[src/design/cia_pkg.sv]
// ----------------------------------------------------------------------------
// cia_pkg: shared types and constants for the dual interval timer
// Bus addresses, item mode codes and the command struct for one timer.
// ----------------------------------------------------------------------------
package cia_pkg;

  localparam int unsigned ADDR_W  = 16;
  localparam int unsigned DATA_W  = 8;
  localparam int unsigned CYCLE_W = 32;
  localparam int unsigned CNT_W   = 16;
  localparam int unsigned SRC_W   = 2;

  typedef enum logic [1:0] {
    MODE_TICK  = 2'd0,
    MODE_READ  = 2'd1,
    MODE_WRITE = 2'd2,
    MODE_NONE  = 2'd3
  } mode_t;

  localparam logic [ADDR_W-1:0] ADDR_TA_LO = 16'hdd04;
  localparam logic [ADDR_W-1:0] ADDR_TA_HI = 16'hdd05;
  localparam logic [ADDR_W-1:0] ADDR_TB_LO = 16'hdd06;
  localparam logic [ADDR_W-1:0] ADDR_TB_HI = 16'hdd07;
  localparam logic [ADDR_W-1:0] ADDR_ICR   = 16'hdd0d;
  localparam logic [ADDR_W-1:0] ADDR_CRA   = 16'hdd0e;
  localparam logic [ADDR_W-1:0] ADDR_CRB   = 16'hdd0f;

  // control register bits
  localparam int unsigned CR_START = 0;
  localparam int unsigned CR_LOAD  = 4;
  localparam int unsigned ICR_SET  = 7;

  typedef struct packed {
    logic               tick;
    logic               wr_lo;
    logic               wr_hi;
    logic               wr_ctl;
    logic [DATA_W-1:0]  wdata;
    logic [SRC_W-1:0]   src;
    logic [CYCLE_W-1:0] elapsed;
  } tmr_cmd_t;

endpackage

[src/design/cia_dual_interval_timer.sv]
// ----------------------------------------------------------------------------
// cia_dual_interval_timer: two CIA-style interval timers on an item stream
// Input register, address decode, two timer units and a result register.
// ----------------------------------------------------------------------------
// Usage:
//   Input channel (in_*): one item per handshake, a tick (absolute cycle
//   count), a bus read or a bus write. Result channel (out_*): exactly one
//   result per item, in order: read byte, NMI flags of timers A and B, and
//   the pass-to-memory flag.
//   An accepted item passes the input register, then the result register,
//   before out_valid shows its result. Throughput: one item per cycle while
//   the receiver does not stall; state is updated as an item moves from the
//   input register into the result register, so the next item sees it at
//   once.
//   Reset (rst_n low at a clock edge): timers stopped, counts, latches,
//   NMI enables and the last cycle count cleared, both channels empty.
//   When the receiver stalls, the result register holds; the input register
//   still takes one more item, and in_stall rises only while both are full.
// ----------------------------------------------------------------------------
module cia_dual_interval_timer
  import cia_pkg::*;
(
  input  logic               clk,
  input  logic               rst_n,
  input  logic               in_valid,
  output logic               in_stall,
  input  logic [1:0]         in_mode,
  input  logic [ADDR_W-1:0]  in_address,
  input  logic [DATA_W-1:0]  in_write_data,
  input  logic [CYCLE_W-1:0] in_cycle_count,
  output logic               out_valid,
  input  logic               out_stall,
  output logic [DATA_W-1:0]  out_read_data,
  output logic               out_nmi_from_a,
  output logic               out_nmi_from_b,
  output logic               out_pass_to_memory
);

  logic               item_vld_r, item_vld_nxt;
  mode_t              mode_r;
  logic [ADDR_W-1:0]  addr_r;
  logic [DATA_W-1:0]  wdata_r;
  logic [CYCLE_W-1:0] cyc_r;

  logic               out_vld_r, out_vld_nxt;
  logic [DATA_W-1:0]  rd_r, rd_nxt;
  logic               nmi_a_r, nmi_a_nxt;
  logic               nmi_b_r, nmi_b_nxt;
  logic               pass_r, pass_nxt;

  logic               nmi_en_a_r, nmi_en_a_nxt;
  logic               nmi_en_b_r, nmi_en_b_nxt;
  logic [CYCLE_W-1:0] last_cyc_r, last_cyc_nxt;

  logic               adv, acc;
  logic               is_tick, is_read, is_write;
  tmr_cmd_t           cmd_a, cmd_b;
  logic [CNT_W-1:0]   count_a, count_b;
  logic               uflow_a, uflow_b;

  assign adv      = item_vld_r && (!out_vld_r || !out_stall);
  assign in_stall = item_vld_r && !adv;
  assign acc      = in_valid && !in_stall;

  assign is_tick  = adv && (mode_r == MODE_TICK);
  assign is_read  = (mode_r == MODE_READ);
  assign is_write = adv && (mode_r == MODE_WRITE);

  always_comb begin
    cmd_a         = '0;
    cmd_a.tick    = is_tick;
    cmd_a.elapsed = cyc_r - last_cyc_r;
    cmd_a.wdata   = wdata_r;
    cmd_a.wr_lo   = is_write && (addr_r == ADDR_TA_LO);
    cmd_a.wr_hi   = is_write && (addr_r == ADDR_TA_HI);
    cmd_a.wr_ctl  = is_write && (addr_r == ADDR_CRA);
    cmd_a.src     = {1'b0, wdata_r[5]};

    cmd_b         = cmd_a;
    cmd_b.wr_lo   = is_write && (addr_r == ADDR_TB_LO);
    cmd_b.wr_hi   = is_write && (addr_r == ADDR_TB_HI);
    cmd_b.wr_ctl  = is_write && (addr_r == ADDR_CRB);
    cmd_b.src     = wdata_r[6:5];
  end

  cia_tmr u_tmr_a (
    .clk   (clk),
    .rst_n (rst_n),
    .cmd   (cmd_a),
    .count (count_a),
    .uflow (uflow_a)
  );

  cia_tmr u_tmr_b (
    .clk   (clk),
    .rst_n (rst_n),
    .cmd   (cmd_b),
    .count (count_b),
    .uflow (uflow_b)
  );

  always_comb begin
    item_vld_nxt = item_vld_r;
    if (acc) begin
      item_vld_nxt = 1'b1;
    end else if (adv) begin
      item_vld_nxt = 1'b0;
    end

    out_vld_nxt = out_vld_r;
    if (adv) begin
      out_vld_nxt = 1'b1;
    end else if (!out_stall) begin
      out_vld_nxt = 1'b0;
    end

    nmi_en_a_nxt = nmi_en_a_r;
    nmi_en_b_nxt = nmi_en_b_r;
    if (is_write && (addr_r == ADDR_ICR) && wdata_r[ICR_SET]) begin
      nmi_en_a_nxt = wdata_r[0];
      nmi_en_b_nxt = wdata_r[1];
    end

    last_cyc_nxt = is_tick ? cyc_r : last_cyc_r;

    rd_nxt    = '0;
    pass_nxt  = 1'b0;
    nmi_a_nxt = is_tick && uflow_a && nmi_en_a_r;
    nmi_b_nxt = is_tick && uflow_b && nmi_en_b_r;
    if (is_read) begin
      case (addr_r)
        ADDR_TA_LO: rd_nxt = count_a[DATA_W-1:0];
        ADDR_TA_HI: rd_nxt = count_a[CNT_W-1:DATA_W];
        ADDR_TB_LO: rd_nxt = count_b[DATA_W-1:0];
        ADDR_TB_HI: rd_nxt = count_b[CNT_W-1:DATA_W];
        default:    pass_nxt = 1'b1;
      endcase
    end else if (mode_r == MODE_WRITE) begin
      case (addr_r)
        ADDR_TA_LO, ADDR_TA_HI, ADDR_TB_LO, ADDR_TB_HI: pass_nxt = 1'b0;
        default: pass_nxt = 1'b1;
      endcase
    end
  end

  always_ff @(posedge clk) begin
    if (!rst_n) begin
      item_vld_r <= 1'b0;
      out_vld_r  <= 1'b0;
      nmi_en_a_r <= 1'b0;
      nmi_en_b_r <= 1'b0;
      last_cyc_r <= '0;
    end else begin
      item_vld_r <= item_vld_nxt;
      out_vld_r  <= out_vld_nxt;
      nmi_en_a_r <= nmi_en_a_nxt;
      nmi_en_b_r <= nmi_en_b_nxt;
      last_cyc_r <= last_cyc_nxt;
    end
  end

  always_ff @(posedge clk) begin
    if (acc) begin
      mode_r  <= mode_t'(in_mode);
      addr_r  <= in_address;
      wdata_r <= in_write_data;
      cyc_r   <= in_cycle_count;
    end
    if (adv) begin
      rd_r    <= rd_nxt;
      nmi_a_r <= nmi_a_nxt;
      nmi_b_r <= nmi_b_nxt;
      pass_r  <= pass_nxt;
    end
  end

  assign out_valid          = out_vld_r;
  assign out_read_data      = rd_r;
  assign out_nmi_from_a     = nmi_a_r;
  assign out_nmi_from_b     = nmi_b_r;
  assign out_pass_to_memory = pass_r;

endmodule

[src/design/cia_tmr.sv]
// ----------------------------------------------------------------------------
// cia_tmr: one 16-bit down timer
// Latch, live count, run and source bits; counts elapsed cycles on a tick
// while running with source 0, reloads from the latch on underflow.
// ----------------------------------------------------------------------------
module cia_tmr
  import cia_pkg::*;
(
  input  logic             clk,
  input  logic             rst_n,
  input  tmr_cmd_t         cmd,
  output logic [CNT_W-1:0] count,
  output logic             uflow
);

  logic [CNT_W-1:0] count_r, count_nxt;
  logic [CNT_W-1:0] latch_r, latch_nxt;
  logic             run_r, run_nxt;
  logic [SRC_W-1:0] src_r, src_nxt;
  logic             expired;

  assign expired = (cmd.elapsed[CYCLE_W-1:CNT_W] != '0) ||
                   (cmd.elapsed[CNT_W-1:0] >= count_r);
  assign uflow   = cmd.tick && run_r && (src_r == '0) && expired;

  always_comb begin
    count_nxt = count_r;
    latch_nxt = latch_r;
    run_nxt   = run_r;
    src_nxt   = src_r;
    if (cmd.tick && run_r && (src_r == '0)) begin
      if (expired) begin
        count_nxt = latch_r;
      end else begin
        count_nxt = count_r - cmd.elapsed[CNT_W-1:0];
      end
    end
    if (cmd.wr_lo) begin
      latch_nxt[DATA_W-1:0] = cmd.wdata;
    end
    if (cmd.wr_hi) begin
      latch_nxt[CNT_W-1:DATA_W] = cmd.wdata;
    end
    if (cmd.wr_ctl) begin
      run_nxt = cmd.wdata[CR_START];
      if (!cmd.wdata[CR_START]) begin
        latch_nxt[CNT_W-1:DATA_W] = '0;
      end
      if (cmd.wdata[CR_LOAD]) begin
        count_nxt = latch_nxt;
      end
      src_nxt = cmd.src;
    end
  end

  always_ff @(posedge clk) begin
    if (!rst_n) begin
      count_r <= '0;
      latch_r <= '0;
      run_r   <= 1'b0;
      src_r   <= '0;
    end else begin
      count_r <= count_nxt;
      latch_r <= latch_nxt;
      run_r   <= run_nxt;
      src_r   <= src_nxt;
    end
  end

  assign count = count_r;

endmodule

[config.mk]
export PLATFORM = sky130hd
export DESIGN_NAME = cia_dual_interval_timer
export DESIGN_NICKNAME = d
export VERILOG_FILES = /design/src/design/cia_pkg.sv /design/src/design/cia_dual_interval_timer.sv /design/src/design/cia_tmr.sv
export SDC_FILE = /design/constraint.sdc
export NUM_CORES = 1
export LEC_CHECK = 0
export BUFFER_PORTS_ARGS = -buffer_cell sky130_fd_sc_hd__buf_2
export CAP_MARGIN = 20
export CORE_MARGIN = 2
export CORE_UTILIZATION = 55
export CTS_CLUSTER_SIZE = 25
export DETAILED_ROUTE_END_ITERATION = 10
export GPL_TIMING_DRIVEN = 0
export PLACE_DENSITY = 0.77
export SETUP_SLACK_MARGIN = 0.15
export SKIP_CTS_REPAIR_TIMING = 1
export SYNTH_ARGS = -nofsm -noshare
export SYNTH_HDL_FRONTEND = slang
export SYNTH_SLANG_ARGS = --single-unit
[constraint.sdc]
create_clock -name clk -period 4.55 [get_ports clk]
set_input_delay 0.6825 -clock clk [delete_from_list [all_inputs] [get_ports clk]]
set_output_delay 0.6825 -clock clk [all_outputs]
set_load 0.02 [all_outputs]
# Yosys cells after proc, flatten, opt, wreduce, memory -nomap -nowiden
# Index checks and enable logic that the tools add are counted.
[word_totals]
regBits = 174
in_bits = 62
output_inout_bits = 13
elab_cells = 96
[classes]
add_sub_neg = 3
n_lt_le_gt_ge = 2
eq_ne = 10
n_mux = 24
reduce_logical = 36
[ops]
columns = ["operator", "n"]
rows = [
  ["16-bit 2-to-1 mux", 8],
  ["16-bit equality test (second input constant)", 7],
  ["8-bit 2-to-1 mux", 8],
  ["16-bit greater-or-equal comparator", 2],
  ["8-bit case mux with 4 select lines", 1],
  ["16-bit subtractor", 2],
  ["32-bit subtractor", 1],
  ["1-bit logical AND", 23],
  ["16-bit nonzero test", 1],
  ["1-bit 2-to-1 mux", 7],
  ["2-bit logical NOT", 3],
  ["1-bit logical NOT", 4],
  ["4-bit OR reduction", 1],
  ["1-bit logical OR", 3],
  ["2-bit by 1-bit equality test with 1-bit output (second input constant)", 1],
  ["2-bit equality test (second input constant)", 1],
  ["2-bit by 1-bit inequality test with 1-bit output (second input constant)", 1],
  ["2-bit nonzero test", 1],
]

# Longest topological paths before layout
[logic_depth]
depth_word = 9
mapped_depth = 23
ltp_nobuf = 21

# Modules after synthesis
# From an unflattened synthesis, not the netlist that was laid out.
[hier_totals]
hier_cells = 1197
hier_area_um2 = 10800.4
[modules_own_cells]
columns = ["module", "instances", "cells_per_inst", "area_each_um2", "seq_area_each_um2"]
rows = [
  ["cia_dual_interval_timer", 1, 561, 5755.5, 2792.7],
  ["cia_tmr", 2, 318, 2522.4, 700.7],
]

# Worst setup path after synthesis
# OpenSTA, ideal clock, no wires.
[synth_path]
kind = "register to register"
startpoint = "reg cyc_r[1]"
endpoint = "reg u_tmr_b.count_r[3] (netlist: u_tmr_b.count[3])"
setup_time_ns = 0.087
arrival_ns = 4.520
required_ns = 4.463
path_slack_ns = -0.057
path_stages_with_launch = 23
path_buffers = 2
synth_period_minus_slack_ns = 4.607
path_cell_list = "edfxtp_1 -> ha_1 -> nor2b_1 -> o2111ai_1 -> and3b_2 -> o21a_1 -> o21ai_0 -> a21o_1 -> a21oi_1 -> o21ai_0 -> xnor2_1 -> ha_1 -> nand4_1 -> or4_1 -> nor3b_1 -> and3_1 -> nor3_1 -> o2111a_1 -> buf_2 -> buf_2 -> nand3_1 -> o31ai_1 -> o31ai_1"
[synth_via]
elab_chain_cells = 7
word_cells_on_any_way = 9
cone_classes = "add/sub: 2; order compare: 1; mux: 4; reduce/logical: 2"
[synth_rtl]
columns = ["element", "line_no", "source"]
rows = [
  ["from (decl)", "cia_dual_interval_timer.sv:43", "logic [CYCLE_W-1:0] cyc_r;"],
  ["from (signal assigned)", "cia_dual_interval_timer.sv:167", "cyc_r <= in_cycle_count;"],
  ["32-bit subtractor (*)", "cia_dual_interval_timer.sv:72", "cmd_a.elapsed = cyc_r - last_cyc_r;"],
  ["16-bit greater-or-equal comparator or 16-bit nonzero test (tied branches)", "cia_tmr.sv:23, cia_tmr.sv:22", ""],
  ["1-bit logical OR", "cia_tmr.sv:22", "assign expired = (cmd.elapsed[CYCLE_W-1:CNT_W] != '0) ||"],
  ["16-bit 2-to-1 mux (*)", "cia_tmr.sv:32", "if (expired) begin"],
  ["16-bit 2-to-1 mux (*)", "cia_tmr.sv:31", "if (cmd.tick && run_r && (src_r == '0)) begin"],
  ["16-bit 2-to-1 mux", "cia_tmr.sv:49", "if (cmd.wdata[CR_LOAD]) begin"],
  ["16-bit 2-to-1 mux (*)", "cia_tmr.sv:44", "if (cmd.wr_ctl) begin"],
  ["to (signal assigned)", "cia_tmr.sv:63", "count_r <= count_nxt;"],
  ["to (decl)", "cia_tmr.sv:16", "logic [CNT_W-1:0] count_r, count_nxt;"],
]
# Mark *: on every way between the ends. The rest lies on a longest branch, timed or not.
# A chain may end at the register's enable or synchronous reset.

# Worst setup path after layout
[layout_path]
startpoint = "reg cyc_r[0]"
endpoint = "reg u_tmr_a.count_r[8] (netlist: u_tmr_a.count[8])"
[layout_via]
elab_chain_cells = 7
word_cells_on_any_way = 9
cone_classes = "add/sub: 2; order compare: 1; mux: 4; reduce/logical: 2"
[layout_rtl]
columns = ["element", "line_no"]
rows = [
  ["32-bit subtractor (*)", "cia_dual_interval_timer.sv:72"],
  ["16-bit greater-or-equal comparator or 16-bit nonzero test (tied branches)", "cia_tmr.sv:23, cia_tmr.sv:22"],
  ["1-bit logical OR", "cia_tmr.sv:22"],
  ["16-bit 2-to-1 mux (*)", "cia_tmr.sv:32"],
  ["16-bit 2-to-1 mux (*)", "cia_tmr.sv:31"],
  ["16-bit 2-to-1 mux", "cia_tmr.sv:49"],
  ["16-bit 2-to-1 mux (*)", "cia_tmr.sv:44"],
  ["to (signal assigned)", "cia_tmr.sv:63"],
  ["to (decl)", "cia_tmr.sv:16"],
]
# Marked as above.

==> flow_metrics.py <==
metrics = {
    "synthesis": {
        "synthTopCellsByCount": "nand2_1, dfxtp_1, a21oi_1",
        "synth.area.top_cells": "dfxtp_1, edfxtp_1, ha_1",
        "yosysWarnings": 0,
        "synth_edf_count": 69,
        "synth-seq-cells": 174,
        "netlist.area_leader.share_pct": 20.1,
        "async_flop_share_pct": 0,
        "ys_seq_area_share_pct": 39.8,
        "synth-main-ff-cell": "dfxtp_1",
        "yosysMostFrequentCell": "nand2_1",
        "yosysTopAreaCell": "dfxtp_1",
        "syn_inst": 1157,
        "synth_area_per_cell_sq_um": 9.06,
        "synth_area_sq_mm": 0.0105,
        "synth.distinct_cells": 81,
        "syn_nets": 1281,
    },
    "floorplan": {
        "die_area_sq_mm": 0.0202,
        "die_y_um": 142,
        "ios": 75,
        "start_util_pct": 56.0,
        "num_rows": 50,
        "die_w_um": 142,
        "core_sq_mm": 0.0187,
    },
    "placed_design": {
        "post-place-cells": 1466,
        "port_buffers": 73,
        "gp_congestion": 0.958,
        "dpl-instance-area_sq_mm": 0.0112,
        "hpwlAfterDp_mm": 21.5,
    },
    "clock_tree": {
        "cts_tree": "built",
        "clock_sinks": 174,
        "clkTransAtPathRegs_ps": 80,
        "clk_latency_ps": 450,
        "root_buffer": "clkbuf_16",
        "clockBufferDepth": 2,
        "cts_buffers": 17,
        "htree_levels": 4,
    },
    "sta": {
        "max_freq_mhz": 207,
        "final-setup-viol-count": 30,
        "maxSlewViolCount": 0,
        "fin_crit_sh_pct": 106,
        "tns_ps": -5750,
        "worstMarginPinSlew_ps": 1060,
        "worst_slack_ps": -274,
        "skew_ps": 10.1,
        "hold_violations": 0,
        "rsz0062_at_grt": "yes",
        "period_needed_ps": 4820,
        "relSlewSlack_pct": 28.8,
    },
    "routing": {
        "drtAntennaViolNets": 0,
        "drc": 0,
        "drt_wl_total_mm": 31.0,
        "route.vias.total": 9800,
        "routed_via_density": 6.36,
        "dr.pass1.iters": 6,
        "drt_iter0_drc": 1166,
        "wl_per_cell_um": 20.1,
    },
    "critical_path": {
        "cp-end-kind": "flop",
        "start_kind": "flop",
        "crit_arrival_ps": 5180,
        "critPathKind": "reg -> reg",
        "path_max_fanout": 4,
        "critPathRequiredTime_ps": 4900,
    },
    "finish": {
        "post-route-util_pct": 68.6,
        "layout.nets": 1417,
        "syn_to_final_growth_pct": 22.5,
        "final_cell_area_sq_mm": 0.0128,
        "drive_gt1_share_pct": 21.4,
        "final_cells": 1541,
    },
    "global_route": {
        "grt_pass1_wl_mm": 45.4,
        "grt_antenna_before_repair": 0,
        "grt_use_total_pct": 28.9,
        "grt_max_degree": 35,
        "grt_pass1_vias": 8747,
        "gr-total-overflow": 0,
    },
    "pwr": {
        "total_power_mw": 3.94,
        "peakVddDrop_uv": 273,
        "p_leak_nw": 4.78,
        "p_per_area_mw_per_mm2": 307,
    },
    "hold_path": {
        "hold_path.class": "in -> reg",
    },
    "run_status": {
        "violations": "setup timing",
        "outcome": "complete, but fails checks",
    },
    "run": {
        "cap_violations": 0,
    },
}
-- cell type report --
| class | instances | area [sq um] |
|---|---|---|
| tap | 234 | 293 |
| buffer | 47 | 233 |
| antenna | 1 | 2.50 |
| inverter | 55 | 206 |
| clock inverter | 15 | 214 |
| fill | 1402 | 5870 |
| timing repair buffer | 116 | 741 |
| sequential | 174 | 4170 |
| clock buffer | 17 | 425 |
| multi-input combinational | 882 | 6550 |
-- layout by cell type (no fill, tap or decap), types with 8 or more instances in the layout --
cell       Yosys  final
a211oi_1      16      9
a21o_1        25     25
a21oi_1       96     84
a21oi_2        0      9
a31oi_1       12     10
and3_1        13     11
buf_2         10     80
buf_4          0     34
clkbuf_1      30     30
clkbuf_16      0     18
dfxtp_1      105    105
edfxtp_1      69     69
ha_1          59     45
ha_4           0     13
inv_1         55     53
mux2i_1       49     49
mux4_2         8      8
nand2_1      140    135
nand3_1       25     24
nand4_1       17     17
nor2_1        95     93
nor2b_1       16     14
nor3_1        27     21
nor4_1        12      8
o211ai_1      17     17
o21a_1        13     12
o21ai_0       53     40
o21ai_1        0      9
o31ai_1       13     10
or3_1         11     10
xnor2_1       19     17
xor2_1        22     17
-- state kept, by name, summed over array words and instances (netlist names), 16 cells and up --
register,flops
u_tmr_a.count,16
u_tmr_b.latch_r,16
u_tmr_b.count,16
addr_r,16
u_tmr_a.latch_r,16
cyc_r,32
last_cyc_r,32
-- final timing paths --
path	from	to	slack, ps	cells past startpoint
max reg2reg	cyc_r[0]$_DFFE_PP_	u_tmr_a.count[8]$_SDFF_PN0_	-270	24
min reg2reg	last_cyc_r[2]$_SDFFE_PN0P_	last_cyc_r[2]$_SDFFE_PN0P_	460	2
min	in_address[13]	addr_r[13]$_DFFE_PP_	400	1
max	cyc_r[0]$_DFFE_PP_	u_tmr_a.count[8]$_SDFF_PN0_	-270	24
-- power breakdown --
part           leakage [nW]  total, mW  switching [mW]  internal, mW
registers              1.52       1.70          0.0313          1.66
logic                  2.95      0.670           0.407         0.264
clock network         0.308       1.58           0.803         0.772
total                  4.78       3.94            1.24          2.70
-- kinds of logic (layout without fill, tap and decap cells) --
group | after synthesis | after routing | synth area share, %
buf+inv | 102 | 250 | 3.85
fa+ha+maj | 66 | 66 | 8.00
other cells | 0 | 1 | 0
xor+xnor | 41 | 41 | 3.43
mux | 59 | 59 | 6.62
flops | 174 | 174 | 39.8
compound gates | 313 | 314 | 19.7
simple gates | 402 | 402 | 18.6
-- per-layer routing --
metal	vias up	global-route usage, %	wire, um
met4	0	8.37	860
met1	4650	41.1	13100
li1	4557	-	-
met3	90	6.43	2900
met2	503	44.2	14100
met5	-	0	0
-- stage by stage --
stage | setup WS [ps] | hold WS [ps]
2_1_floorplan | 159 | 435
3_3_place_gp | -842 | 442
3_5_place_dp | -644 | 447
4_1_cts | -756 | 387
5_1_grt | -434 | 380
6_report | -274 | 395
-- critical path, cell delays in order (launching register included) --
cell and delay [ps]:
edfxtp_1 400, inv_2 80, ha_4 130, inv_2 40, fa_2 420, a211oi_4 340, buf_4 170, o21bai_1 70
a21oi_2 180, o21bai_1 120, a21oi_2 180, xor2_2 120, buf_4 170, ha_4 170, or3_4 330, o21ai_2 80
a21oi_2 60, maj3_2 330, maj3_2 340, a21oi_4 260, o21ai_4 140, nand2_4 150, buf_6 100, mux2i_1 70
a221oi_1 280
(Power assumes the default switching activity.)
